### src/design/kne_pkg.sv
// shared constants, field layout and controller/datapath interface types
`default_nettype none

package kne_pkg;

    localparam int MAX_ENTITIES = 64;
    localparam int COORD_W      = 16;
    localparam int FIELD_W      = 16;
    localparam int INDEX_W      = 6;
    localparam int RANK_W       = 6;
    localparam int ENT_W        = $clog2(MAX_ENTITIES);
    localparam int SLOT_W       = ENT_W + 1;
    localparam int SLOTS        = 2 * MAX_ENTITIES;
    localparam int DIFF_W       = COORD_W + 1;
    localparam int SQ_W         = 2 * COORD_W;
    localparam int DIST_W       = SQ_W + 1;
    localparam int CMP_W        = (ENT_W > RANK_W) ? ENT_W : RANK_W;
    localparam int TDATA_IN_W   = 80;
    localparam int TDATA_OUT_W  = 8;

    localparam logic OP_WRITE = 1'b0;
    localparam logic OP_QUERY = 1'b1;

    typedef logic [ENT_W-1:0] ent_idx_t;

    // last field in the lowest bits
    typedef struct packed {
        logic                      descending;
        logic [RANK_W-1:0]         rank;
        logic signed [FIELD_W-1:0] ref_y;
        logic signed [FIELD_W-1:0] ref_x;
        logic                      active;
        logic signed [FIELD_W-1:0] pos_y;
        logic signed [FIELD_W-1:0] pos_x;
        logic [INDEX_W-1:0]        entity_index;
        logic                      team;
    } in_fields_t;

    localparam int IN_W = $bits(in_fields_t);

    typedef struct packed {
        logic     wr_en;
        logic     load_query;
        logic     dist_issue;
        logic     cand_cap;
        logic     scan_issue;
        logic     res_load;
        logic     res_found;
        ent_idx_t rd_addr;
        ent_idx_t cand_idx;
    } cmd_t;

    typedef struct packed {
        logic cand_active;
        logic pipe_busy;
        logic rank_hit;
    } status_t;

endpackage

`default_nettype wire

### src/design/kne_ctrl.sv
// word sequencer: write strobe, distance pass, candidate loop and result handshake
`default_nettype none

module kne_ctrl (
    input  wire                   aclk,
    input  wire                   aresetn,
    input  wire                   s_tvalid,
    input  wire                   s_op,
    output logic                  s_tready,
    output logic                  m_tvalid,
    input  wire                   m_tready,
    input  kne_pkg::status_t      status,
    output kne_pkg::cmd_t         cmd
);

    typedef enum logic [8:0] {
        ST_IDLE      = 9'b000000001,
        ST_DIST      = 9'b000000010,
        ST_DIST_WAIT = 9'b000000100,
        ST_CAND      = 9'b000001000,
        ST_CAND_LAT  = 9'b000010000,
        ST_SCAN      = 9'b000100000,
        ST_SCAN_WAIT = 9'b001000000,
        ST_CHECK     = 9'b010000000,
        ST_RESULT    = 9'b100000000
    } state_t;

    localparam kne_pkg::ent_idx_t LAST_IDX = kne_pkg::ent_idx_t'(kne_pkg::MAX_ENTITIES - 1);

    state_t            state_reg, state_next;
    kne_pkg::ent_idx_t i_reg, i_next;
    kne_pkg::ent_idx_t j_reg, j_next;
    logic              found_reg, found_next;
    logic              out_valid_reg, out_valid_next;

    always_comb begin
        state_next = state_reg;
        i_next     = i_reg;
        j_next     = j_reg;
        found_next = found_reg;
        cmd          = '0;
        cmd.rd_addr  = j_reg;
        cmd.cand_idx = i_reg;
        unique case (state_reg)
            ST_IDLE: begin
                if (s_tvalid) begin
                    if (s_op == kne_pkg::OP_QUERY) begin
                        cmd.load_query = 1'b1;
                        j_next         = '0;
                        state_next     = ST_DIST;
                    end else if (s_op == kne_pkg::OP_WRITE) begin
                        cmd.wr_en = 1'b1;
                    end
                end
            end
            ST_DIST: begin
                cmd.dist_issue = 1'b1;
                j_next         = j_reg + 1'b1;
                if (j_reg == LAST_IDX) begin
                    state_next = ST_DIST_WAIT;
                end
            end
            ST_DIST_WAIT: begin
                if (!status.pipe_busy) begin
                    i_next     = '0;
                    state_next = ST_CAND;
                end
            end
            ST_CAND: begin
                // distance of the candidate is read here
                cmd.rd_addr = i_reg;
                if (status.cand_active) begin
                    state_next = ST_CAND_LAT;
                end else if (i_reg == LAST_IDX) begin
                    found_next = 1'b0;
                    state_next = ST_RESULT;
                end else begin
                    i_next = i_reg + 1'b1;
                end
            end
            ST_CAND_LAT: begin
                cmd.cand_cap = 1'b1;
                j_next       = '0;
                state_next   = ST_SCAN;
            end
            ST_SCAN: begin
                cmd.scan_issue = 1'b1;
                j_next         = j_reg + 1'b1;
                if (j_reg == LAST_IDX) begin
                    state_next = ST_SCAN_WAIT;
                end
            end
            ST_SCAN_WAIT: begin
                if (!status.pipe_busy) begin
                    state_next = ST_CHECK;
                end
            end
            ST_CHECK: begin
                if (status.rank_hit) begin
                    found_next = 1'b1;
                    state_next = ST_RESULT;
                end else if (i_reg == LAST_IDX) begin
                    found_next = 1'b0;
                    state_next = ST_RESULT;
                end else begin
                    i_next     = i_reg + 1'b1;
                    state_next = ST_CAND;
                end
            end
            ST_RESULT: begin
                if (!out_valid_reg || m_tready) begin
                    cmd.res_load  = 1'b1;
                    cmd.res_found = found_reg;
                    state_next    = ST_IDLE;
                end
            end
            default: begin
                state_next = ST_IDLE;
            end
        endcase
    end

    always_comb begin
        if (cmd.res_load) begin
            out_valid_next = 1'b1;
        end else if (m_tready) begin
            out_valid_next = 1'b0;
        end else begin
            out_valid_next = out_valid_reg;
        end
    end

    always_ff @(posedge aclk) begin
        if (!aresetn) begin
            state_reg     <= ST_IDLE;
            i_reg         <= '0;
            j_reg         <= '0;
            found_reg     <= 1'b0;
            out_valid_reg <= 1'b0;
        end else begin
            state_reg     <= state_next;
            i_reg         <= i_next;
            j_reg         <= j_next;
            found_reg     <= found_next;
            out_valid_reg <= out_valid_next;
        end
    end

    assign s_tready = (state_reg == ST_IDLE);
    assign m_tvalid = out_valid_reg;

endmodule

`default_nettype wire

### config.mk
export PLATFORM = sky130hd
export DESIGN_NAME = kne_ctrl
export DESIGN_NICKNAME = d
export VERILOG_FILES = /design/src/design/kne_pkg.sv /design/src/design/kne_ctrl.sv
export SDC_FILE = /design/constraint.sdc
export NUM_CORES = 1
export LEC_CHECK = 0
export BUFFER_PORTS_ARGS = -buffer_cell sky130_fd_sc_hd__buf_2
export CORE_MARGIN = 5
export CORE_UTILIZATION = 55
export DETAILED_ROUTE_END_ITERATION = 7
export PLACE_DENSITY = 0.82
export SYNTH_ARGS = -nofsm -noshare
export SYNTH_HDL_FRONTEND = slang
export SYNTH_SLANG_ARGS = --single-unit
### constraint.sdc
create_clock -name aclk -period 2.5 [get_ports aclk]
set_clock_uncertainty 0.1 [all_clocks]
set_input_delay 0 -clock aclk [delete_from_list [all_inputs] [get_ports aclk]]
set_output_delay 0 -clock aclk [all_outputs]
set_load 0.01 [all_outputs]
### Word level (Yosys, flattened, before mapping)

Index checks and enable logic that the tools add are counted.

| word-level totals | value |
|---|---|
| register bits after elaboration | 23 |
| bits of input ports | 8 |
| output and inout port bits | 21 |
| logic and storage cells | 75 |

| operators by class | value |
|---|---|
| mux-type cells | 36 |
| equality and inequality tests | 21 |
| reduce and logical (&&, ||, !) cells | 11 |
| add/sub/neg operators | 2 |

Operator list:

| kind | number |
|---|---|
| $mux 9 | 11 |
| $pmux 9 s9 | 1 |
| $mux 6 | 7 |
| $pmux 6 s3 | 2 |
| $ne 2x2->1 const B | 9 |
| $add 6x1->6 const B | 2 |
| $eq 6x6->1 const B | 2 |
| $mux 1 | 10 |
| $eq 9x1->1 const B | 1 |
| $eq 9x2->1 const B | 1 |
| $eq 9x3->1 const B | 1 |
| $eq 9x4->1 const B | 1 |
| $eq 9x5->1 const B | 1 |
| $eq 9x6->1 const B | 1 |
| $eq 9x7->1 const B | 1 |
| $eq 9x8->1 const B | 1 |
| $eq 9x9->1 const B | 1 |
| $mux 2 | 4 |
| $reduce_and 8->1 | 1 |
| $reduce_bool 3->1 | 2 |
| $reduce_and 4->1 | 1 |
| $reduce_bool 2->1 | 2 |
| $ne 3x3->1 const B | 1 |
| $reduce_and 3->1 | 1 |
| other kinds (5) | 5 |

### Depth between registers and ports, before layout

Gate-level depths: netlist of run 1.

| depth | value |
|---|---|
| depth in word-level cells | 5 |
| gate-level depth with buffers | 7 |

### Least setup slack after synthesis of run 1

OpenSTA, ideal clock, no wires.

| timing path | value |
|---|---|
| kind | reg-to-reg |
| from | reg state_reg[4] |
| to | reg state_reg[8] |
| data arrival time | 1,951 ps |
| clock period less this slack | 2,137 ps |
| buffers on the path | 0 |
| cell stages (with the launch flop) | 7 |
| setup time | 86 ps |
| path slack | 363 ps |
| cell sequence | dfxtp_1 > or4_4 > or4_4 > clkinv_4 > o22ai_4 > and3_4 > a221oi_2 |

| on the way | value |
|---|---|
| longest elaborated chain between the ends | 3 |

Ends and longest elaborated chain:

| item | line | source |
|---|---|---|
| start, declared | kne_ctrl.sv:30 | `state_t state_reg, state_next;` |
| start signal, assigned | kne_ctrl.sv:141 | `state_reg <= state_next;` |
| $eq 9x4->1 (tied with other cells) | kne_ctrl.sv:44 | `unique case (state_reg)` |
| $ne 3x3->1 (no source line) or $ne 2x2->1 (tied branches) | - |  |
| $reduce_and 8->1 (no source line) | - |  |

Parallel ways exist; a longest one is shown, timed or not.
A chain may end at the register's enable or synchronous reset.

### Final worst setup path of run 1

| timing path | value |
|---|---|
| from | reg state_reg[5] |
| to | reg state_reg[1] |

Same word-level chain as after synthesis.

==> flow_summary_export.csv, run 1 <==
group,metric,value,unit
outcome,status,"completed",
sta,hold_viol,0,
power,switchingPower,205,uW
synthesis,synth_top_area_share,0.298,
sta,period_share,0.967,
layout,largest_reg_flops,9,
drt,drt_wl_total,4260,microns
critical_path,critPathCaptureType,"register",
clock_network,h-tree-depth,1,
clock_network,clock-sinks,23,
critical_path,endpoint,"state_reg[1]$_SDFFE_PN0P_",
synthesis,synth_most_common_cell,"dfxtp_1",
layout,fin_cells,253,
drt,remaining_drc_errors,0,
place,dp_slack,228,ps
critical_path,crit_fanout,7,
floorplanning,fp.dieW,63.0,microns
synthesis,synth-main-ff-cell,"dfxtp_1",
sta,setup_ws,81.5,ps
synthesis,yosysWarnings,0,
global_routing,grt_usage,0.217,
synthesis,synth.distinct_cells,52,
critical_path,startpoint_type,"register",
layout,area_growth,17.0,%
layout,drive_above_1_share,0.261,
min_path,hold_path.class,"in2reg",
power,ir_drop,0.305,mV
sta,finalSetupViolations,0,
drt,route.vias.total,1668,
drt,drtIter0Drc,139,
critical_path,criticalPathCategory,"reg2reg",
synthesis,synth_cells,189,
synthesis,synth_nets,199,
global_routing,grt_pass1_vias,1534,
floorplanning,num_rows,19,
synthesis,synth-simple-area-share,0.356,
sta,layout_min_cycle_time,2420,ps
clock_network,cts_tree,"built",
sta,tightest_slew,522,ps
drt,final_antenna_net_count,0,
clock_network,cts-root-buf,"clkbuf_4",
clock_network,cts_made_buffers,3,
run,drv_cap,0,
synthesis,yosys-top-cells-count,"dfxtp_1 (23), nand2_1 (21), nor2_1 (13), nand3_1 (12), o21ai_0 (11)",
synthesis,yosysSeqAreaShare,0.298,
floorplanning,pin_count,29,
floorplanning,fp.coreArea,0.00273,sq mm
synthesis,synth_top_family_by_area,"simple AND/OR/NAND/NOR gates",
critical_path,r2r_end,"state_reg[1]$_SDFFE_PN0P_",
critical_path,r2r_slack,80,ps
global_routing,grt_first_pass_wirelength,7180,microns
critical_path,reg2reg_depth,5,
critical_path,arrival,2600,ps
power,combPwrFrac,0.187,
power,total_leakage_power,0.000758,uW
synthesis,synth_xor_area_frac,0.00566,
global_routing,gr-total-overflow,0,
drt,dr.pass1.iters,4,
place,hpwl,3150,microns
sta,hold_ws,66.0,ps
global_routing,grt_max_degree,20,
synthesis,synth.area.top_cells,"dfxtp_1 (30%), nand2_1 (5.1%), mux2_2 (4.4%)",
synthesis,synthMuxAreaShare,0.0437,
sta,slew_violations,0,
floorplanning,start_util,0.566,
global_routing,antenna_found_initial,0,
synthesis,synth_top_cell_by_area,"dfxtp_1",
critical_path,timing.rr.start,"state_reg[5]$_SDFFE_PN0P_",
drt,wire_per_inst,16.8,microns
floorplanning,die-area,0.00397,sq mm
power,intPower,485,uW
synthesis,synth-seq-cells,23,
power,sw_frac_of_total,0.297,
critical_path,cp.required,2680,ps
sta,max_slew_margin,0.647,
synthesis,synthAdderAreaFrac,0.0162,
synthesis,synth_compound_area_frac,0.236,
synthesis,async_reset_ff_frac,0,
power,sequentialPowerShare,0.551,
place,place.gp.congestion,0.885,
clock_network,cts_setup_buffers,0,
synthesis,postSynthAreaPerCell,8.18,sq um
synthesis,syn_area,0.00155,sq mm
drt,vias_per_cell,6.59,
sta,max_freq,413,MHz
synthesis,synth-edff-count,0,
power,p_clk_frac,0.262,
place,placed_cells,242,
place,numPortBuffers,28,
layout,diodes,0,
clock_network,ctsLongestPathBuffers,2,
layout,final_net_count,233,
floorplanning,die_y,63.0,microns
power,power.density,382,mW/mm^2
clock_network,path_clk_slew,130,ps
critical_path,worstSetupStartpoint,"state_reg[5]$_SDFFE_PN0P_",
clock_network,clock_latency,320,ps
[per-stage QoR]
stage                      util  power [uW]  TNS, ps  area [sq um]
after global placement    0.624         500        0          1710
after detailed placement  0.624         504        0          1710
after CTS                 0.660         691        0          1800
after floorplan               -         470        0          1550
final                     0.662         690        0          1810
after global routing      0.662         726    -43.6          1810
[power groups by stage]
stage                     sequential [uW]  clock [uW]  combinational, uW
after floorplan                       385           0               85.3
after global placement                386           0                114
after detailed placement              387           0                117
after CTS                             379         186                127
after global routing                  381         204                142
final                                 380         181                129
[worst min-delay path by stage]
stage | endpoint | cells past startpoint | start
2_1_floorplan | cmd[18] | 1 | s_op
3_5_place_dp | cmd[18] | 3 | s_op
4_1_cts | state_reg[0]$_SDFFE_PN1P_ | 3 | s_op
3_3_place_gp | cmd[18] | 3 | s_op
6_report | state_reg[0]$_SDFFE_PN1P_ | 3 | s_op
5_1_grt | state_reg[0]$_SDFFE_PN1P_ | 3 | s_op
[critical path: stages, from the launching register on]
cell,delay (ps)
dfxtp_1,420
or4_4,590
nor3_1,380
and3_1,220
dlygate4sd3_1,550
o21a_1,120
[cells in the final DEF (no fill, tap or decap), types with 3 or more instances in the layout]
cell / n
dlygate4sd3_1: 7
mux2_2: 6
and2_1: 3
a211oi_1: 3
nor2b_1: 6
nand2_1: 21
dfxtp_1: 23
a21oi_1: 7
o21ai_0: 11
inv_1: 5
nor2_1: 13
nor4_2: 3
and4_1: 4
a311oi_1: 3
nand4_1: 8
o211ai_1: 3
a31oi_1: 3
nor3_1: 4
nand3_1: 12
buf_2: 28
buf_4: 3
clkbuf_4: 3
[routing by layer]
| metal | track usage | wire [microns] |
|---|---|---|
| met3 | 0.0306 | 332 |
| met1 | 0.272 | 1710 |
| met4 | 0.0875 | 116 |
| met2 | 0.367 | 2090 |
| met5 | 0 | 0 |
[layout make-up]
cell class	instances	area, sq um
Fill cell	221	925
Inverter	6	27.5
Tap cell	31	38.8
Sequential cell	23	460
Clock buffer	3	22.5
Clock inverter	1	5.00
Multi-Input combinational cell	151	1020
Timing Repair Buffer	38	233
[what timing repair did]
| action | in CTS | in global routing |
|---|---|---|
| resized for setup | 0 | 1 |
| hold buffers | 7 | 0 |
| setup endpoints to repair | 0 | 1 |
| hold endpoints to repair | 13 | 0 |
[kinds of logic (layout without fill, tap and decap cells)]
logic type / after synthesis / count (layout)
and+or+nand+nor: 94 / 94
AOI/OAI and AO/OA: 48 / 48
DFF: 23 / 23
buffers and inverters: 15 / 48
muxes: 6 / 6
adders and majority gates: 2 / 2
xor gates and xnor gates: 1 / 1
No activity file was read; power rests on OpenSTA's default activity.
==> run 2: changes to the inputs <==
--- a/config.mk
+++ b/config.mk
@@ -5,11 +5,12 @@
 export SDC_FILE = /design/constraint.sdc
 export NUM_CORES = 1
 export LEC_CHECK = 0
+export ABC_AREA = 1
 export BUFFER_PORTS_ARGS = -buffer_cell sky130_fd_sc_hd__buf_2
 export CORE_MARGIN = 5
 export CORE_UTILIZATION = 55
 export DETAILED_ROUTE_END_ITERATION = 7
-export PLACE_DENSITY = 0.82
+export PLACE_DENSITY = 0.79
 export SYNTH_ARGS = -nofsm -noshare
 export SYNTH_HDL_FRONTEND = slang
 export SYNTH_SLANG_ARGS = --single-unit
==> run 2 against run 1 <==
Compared with the run above:
- critical path depth is 5 higher
- register-to-register slack better by 490 ps
- total power is 64% higher
- die area is 2.9% higher
- synthesized cell count is 39% higher
- count of clock-buffer cells in the layout stayed put
- non-clock buffer count is 3 lower
- worst hold slack better by 75 ps
==> flow_summary_export.csv, run 2 <==
group,metric,value,unit
synthesis,synth_top_cell_by_area,"dfxtp_1",
synthesis,synth_nets,273,
critical_path,cp.required,2610,ps
synthesis,yosys-top-cells-count,"nand2_1 (78), nor2_1 (40), inv_1 (29), dfxtp_1 (23), nand3_1 (21)",
critical_path,critPathCaptureType,"register",
critical_path,startpoint_type,"register",
power,power.density,616,mW/mm^2
layout,drive_above_1_share,0.212,
layout,area_growth,15.1,%
layout,nFillCells,265,
clock_network,cts_setup_buffers,0,
critical_path,criticalPathCategory,"reg2reg",
sta,layout_min_cycle_time,1930,ps
floorplanning,fp.dieW,63.9,microns
floorplanning,die_y,63.9,microns
sta,period_share,0.771,
layout,mostFrequentLayoutCell,"nand2_1",
place,place_area,0.00174,sq mm
power,switchingPower,512,uW
sta,finalSetupViolations,0,
synthesis,synth-edff-count,0,
drt,drt_wl_total,3980,microns
sta,hold_viol,0,
sta,slew_violations,0,
drt,wire_per_inst,12.1,microns
global_routing,grt_usage,0.202,
sta,rsz0062_at_grt,"false",
clock_network,clock_latency,310,ps
clock_network,cts_tree,"built",
critical_path,worstSetupStartpoint,"i_reg[0]$_SDFFE_PN0P_",
global_routing,gr-total-overflow,0,
layout,final_net_count,308,
power,total_leakage_power,0.000927,uW
sta,setup-tns-final,0,ps
synthesis,synth-main-ff-cell,"dfxtp_1",
clock_network,clock-sinks,23,
synthesis,postSynthAreaPerCell,6.08,sq um
synthesis,synth.distinct_cells,28,
global_routing,grt_first_pass_wirelength,6820,microns
layout,diodes,0,
place,place.gp.congestion,0.875,
global_routing,grt_max_degree,14,
floorplanning,pin_count,29,
synthesis,async_reset_ff_frac,0,
power,sequentialPowerShare,0.379,
sta,max_freq,519,MHz
layout,multi_input_area,981,sq um
layout,largest_reg_flops,9,
synthesis,synth-seq-cells,23,
synthesis,yosysWarnings,0,
synthesis,synth_cells,263,
global_routing,grt_pass1_vias,1560,
layout,fin_area,0.00184,sq mm
clock_network,cts_made_buffers,3,
critical_path,reg2reg_depth,10,
drt,route.vias.total,1681,
drt,vias_per_cell,5.13,
drt,final_antenna_net_count,0,
layout,seq_area,460,sq um
clock_network,h-tree-depth,1,
min_path,hold_path.class,"in2reg",
sta,tightest_slew,414,ps
synthesis,synth.area.top_cells,"dfxtp_1 (29%), nand2_1 (18%), nor2_1 (9.4%)",
place,numPortBuffers,28,
global_routing,antenna_found_initial,0,
synthesis,syn_area,0.00160,sq mm
run,drv_cap,0,
critical_path,crit_fanout,8,
critical_path,timing.rr.start,"i_reg[0]$_SDFFE_PN0P_",
power,combPwrFrac,0.469,
synthesis,yosysSeqAreaShare,0.288,
outcome,status,"completed",
clock_network,cts-root-buf,"clkbuf_4",
power,ir_drop,0.547,mV
layout,final_cell_mix,"nand2_1 (78), nor2_1 (40), inv_1 (29)",
power,intPower,623,uW
drt,remaining_drc_errors,0,
min_path,min-delay-start,"s_op",
floorplanning,start_util,0.575,
synthesis,synth_top_area_share,0.288,
power,p_clk_frac,0.152,
power,sw_frac_of_total,0.451,
clock_network,path_clk_slew,140,ps
min_path,min_delay_path_depth,5,
sta,max_slew_margin,0.722,
synthesis,synth_most_common_cell,"nand2_1",
floorplanning,num_rows,19,
drt,drtIter0Drc,93,
drt,dr.pass1.iters,5,
clock_network,ctsLongestPathBuffers,2,
critical_path,arrival,2040,ps
floorplanning,die-area,0.00409,sq mm
place,hpwl,3100,microns
floorplanning,fp.coreArea,0.00278,sq mm
==> run 2: cell count changes after synthesis, moves of 7 or more <==
cell / change
nand2_2: +7
inv_1: +24
a21oi_1: +8
nand4_1: -7
nand3_1: +9
nor2_1: +27
nand2_1: +57
==> run 2: per-stage QoR <==
step | instances | power, uW | worst slack (ps) | hold slack [ps] | util
6_report | 328 | 1130 | 573 | 141 | 0.662
5_1_grt | 328 | 1230 | 371 | 173 | 0.662
4_1_cts | 328 | 1130 | 600 | 129 | 0.662
3_5_place_dp | 317 | 946 | 638 | 178 | 0.627
3_3_place_gp | 317 | 939 | 659 | 178 | 0.627
2_1_floorplan | 263 | 829 | 780 | -52.5 | -
==> run 2: layout make-up <==
| cell class | instances | share of cell area |
|---|---|---|
| clock buffer | 3 | 0.0122 |
| inverter | 33 | 0.0673 |
| multi-input combinational | 202 | 0.533 |
| tap | 31 | 0.0211 |
| timing repair buffer | 35 | 0.114 |
| clock inverter | 1 | 0.00272 |
| sequential | 23 | 0.250 |
==> run 2: timing repair <==
action	CTS	global route
hold buffers	7	0
endpoints found under the hold margin	16	0
resized for setup	0	0
endpoints found under the setup margin	0	0
==> run 2: path summary, 6_finish.rpt <==
check | endpoint | slack (ps)
worst min-delay path | state_reg[7]$_SDFFE_PN0P_ | 140
worst min register to register | found_reg$_SDFFE_PN0P_ | 370
worst max register to register | state_reg[3]$_SDFFE_PN0P_ | 570
worst max-delay path | state_reg[3]$_SDFFE_PN0P_ | 570
==> run 2: power by group through the flow <==
stage	Clock [uW]	Sequential [uW]	Combinational [uW]
global placement	0	438	501
CTS	182	430	518
detailed placement	0	438	508
global route	192	435	598
finish	173	430	532
floorplan	0	435	394
==> run 2: routing by layer <==
| layer | track usage | part of all wire | up-vias |
|---|---|---|---|
| met5 | 0 | 0 | - |
| met4 | 0.0831 | 0.018 | 0 |
| met3 | 0.0333 | 0.050 | 9 |
| met2 | 0.334 | 0.48 | 46 |
| met1 | 0.259 | 0.45 | 741 |
| li1 | - | - | 885 |
==> run 2: logic make-up after synthesis <==
group / count (synthesis) / synth area share
simple gates: 174 / 0.514
buf+inv: 38 / 0.0993
compound gates: 25 / 0.0782
flops: 23 / 0.288
fa+ha+maj: 2 / 0.0156
xor+xnor: 1 / 0.00547
==> run 2: critical path: stages, from the launching register on <==
cell     delay, ps
dfxtp_1        460
ha_1           240
nand3_2        130
nor2_4         150
nor2_1          50
nand2_1         60
nand2_1         50
nor2_2         270
nand3_1        150
nand2_1        110
nor2_1          50
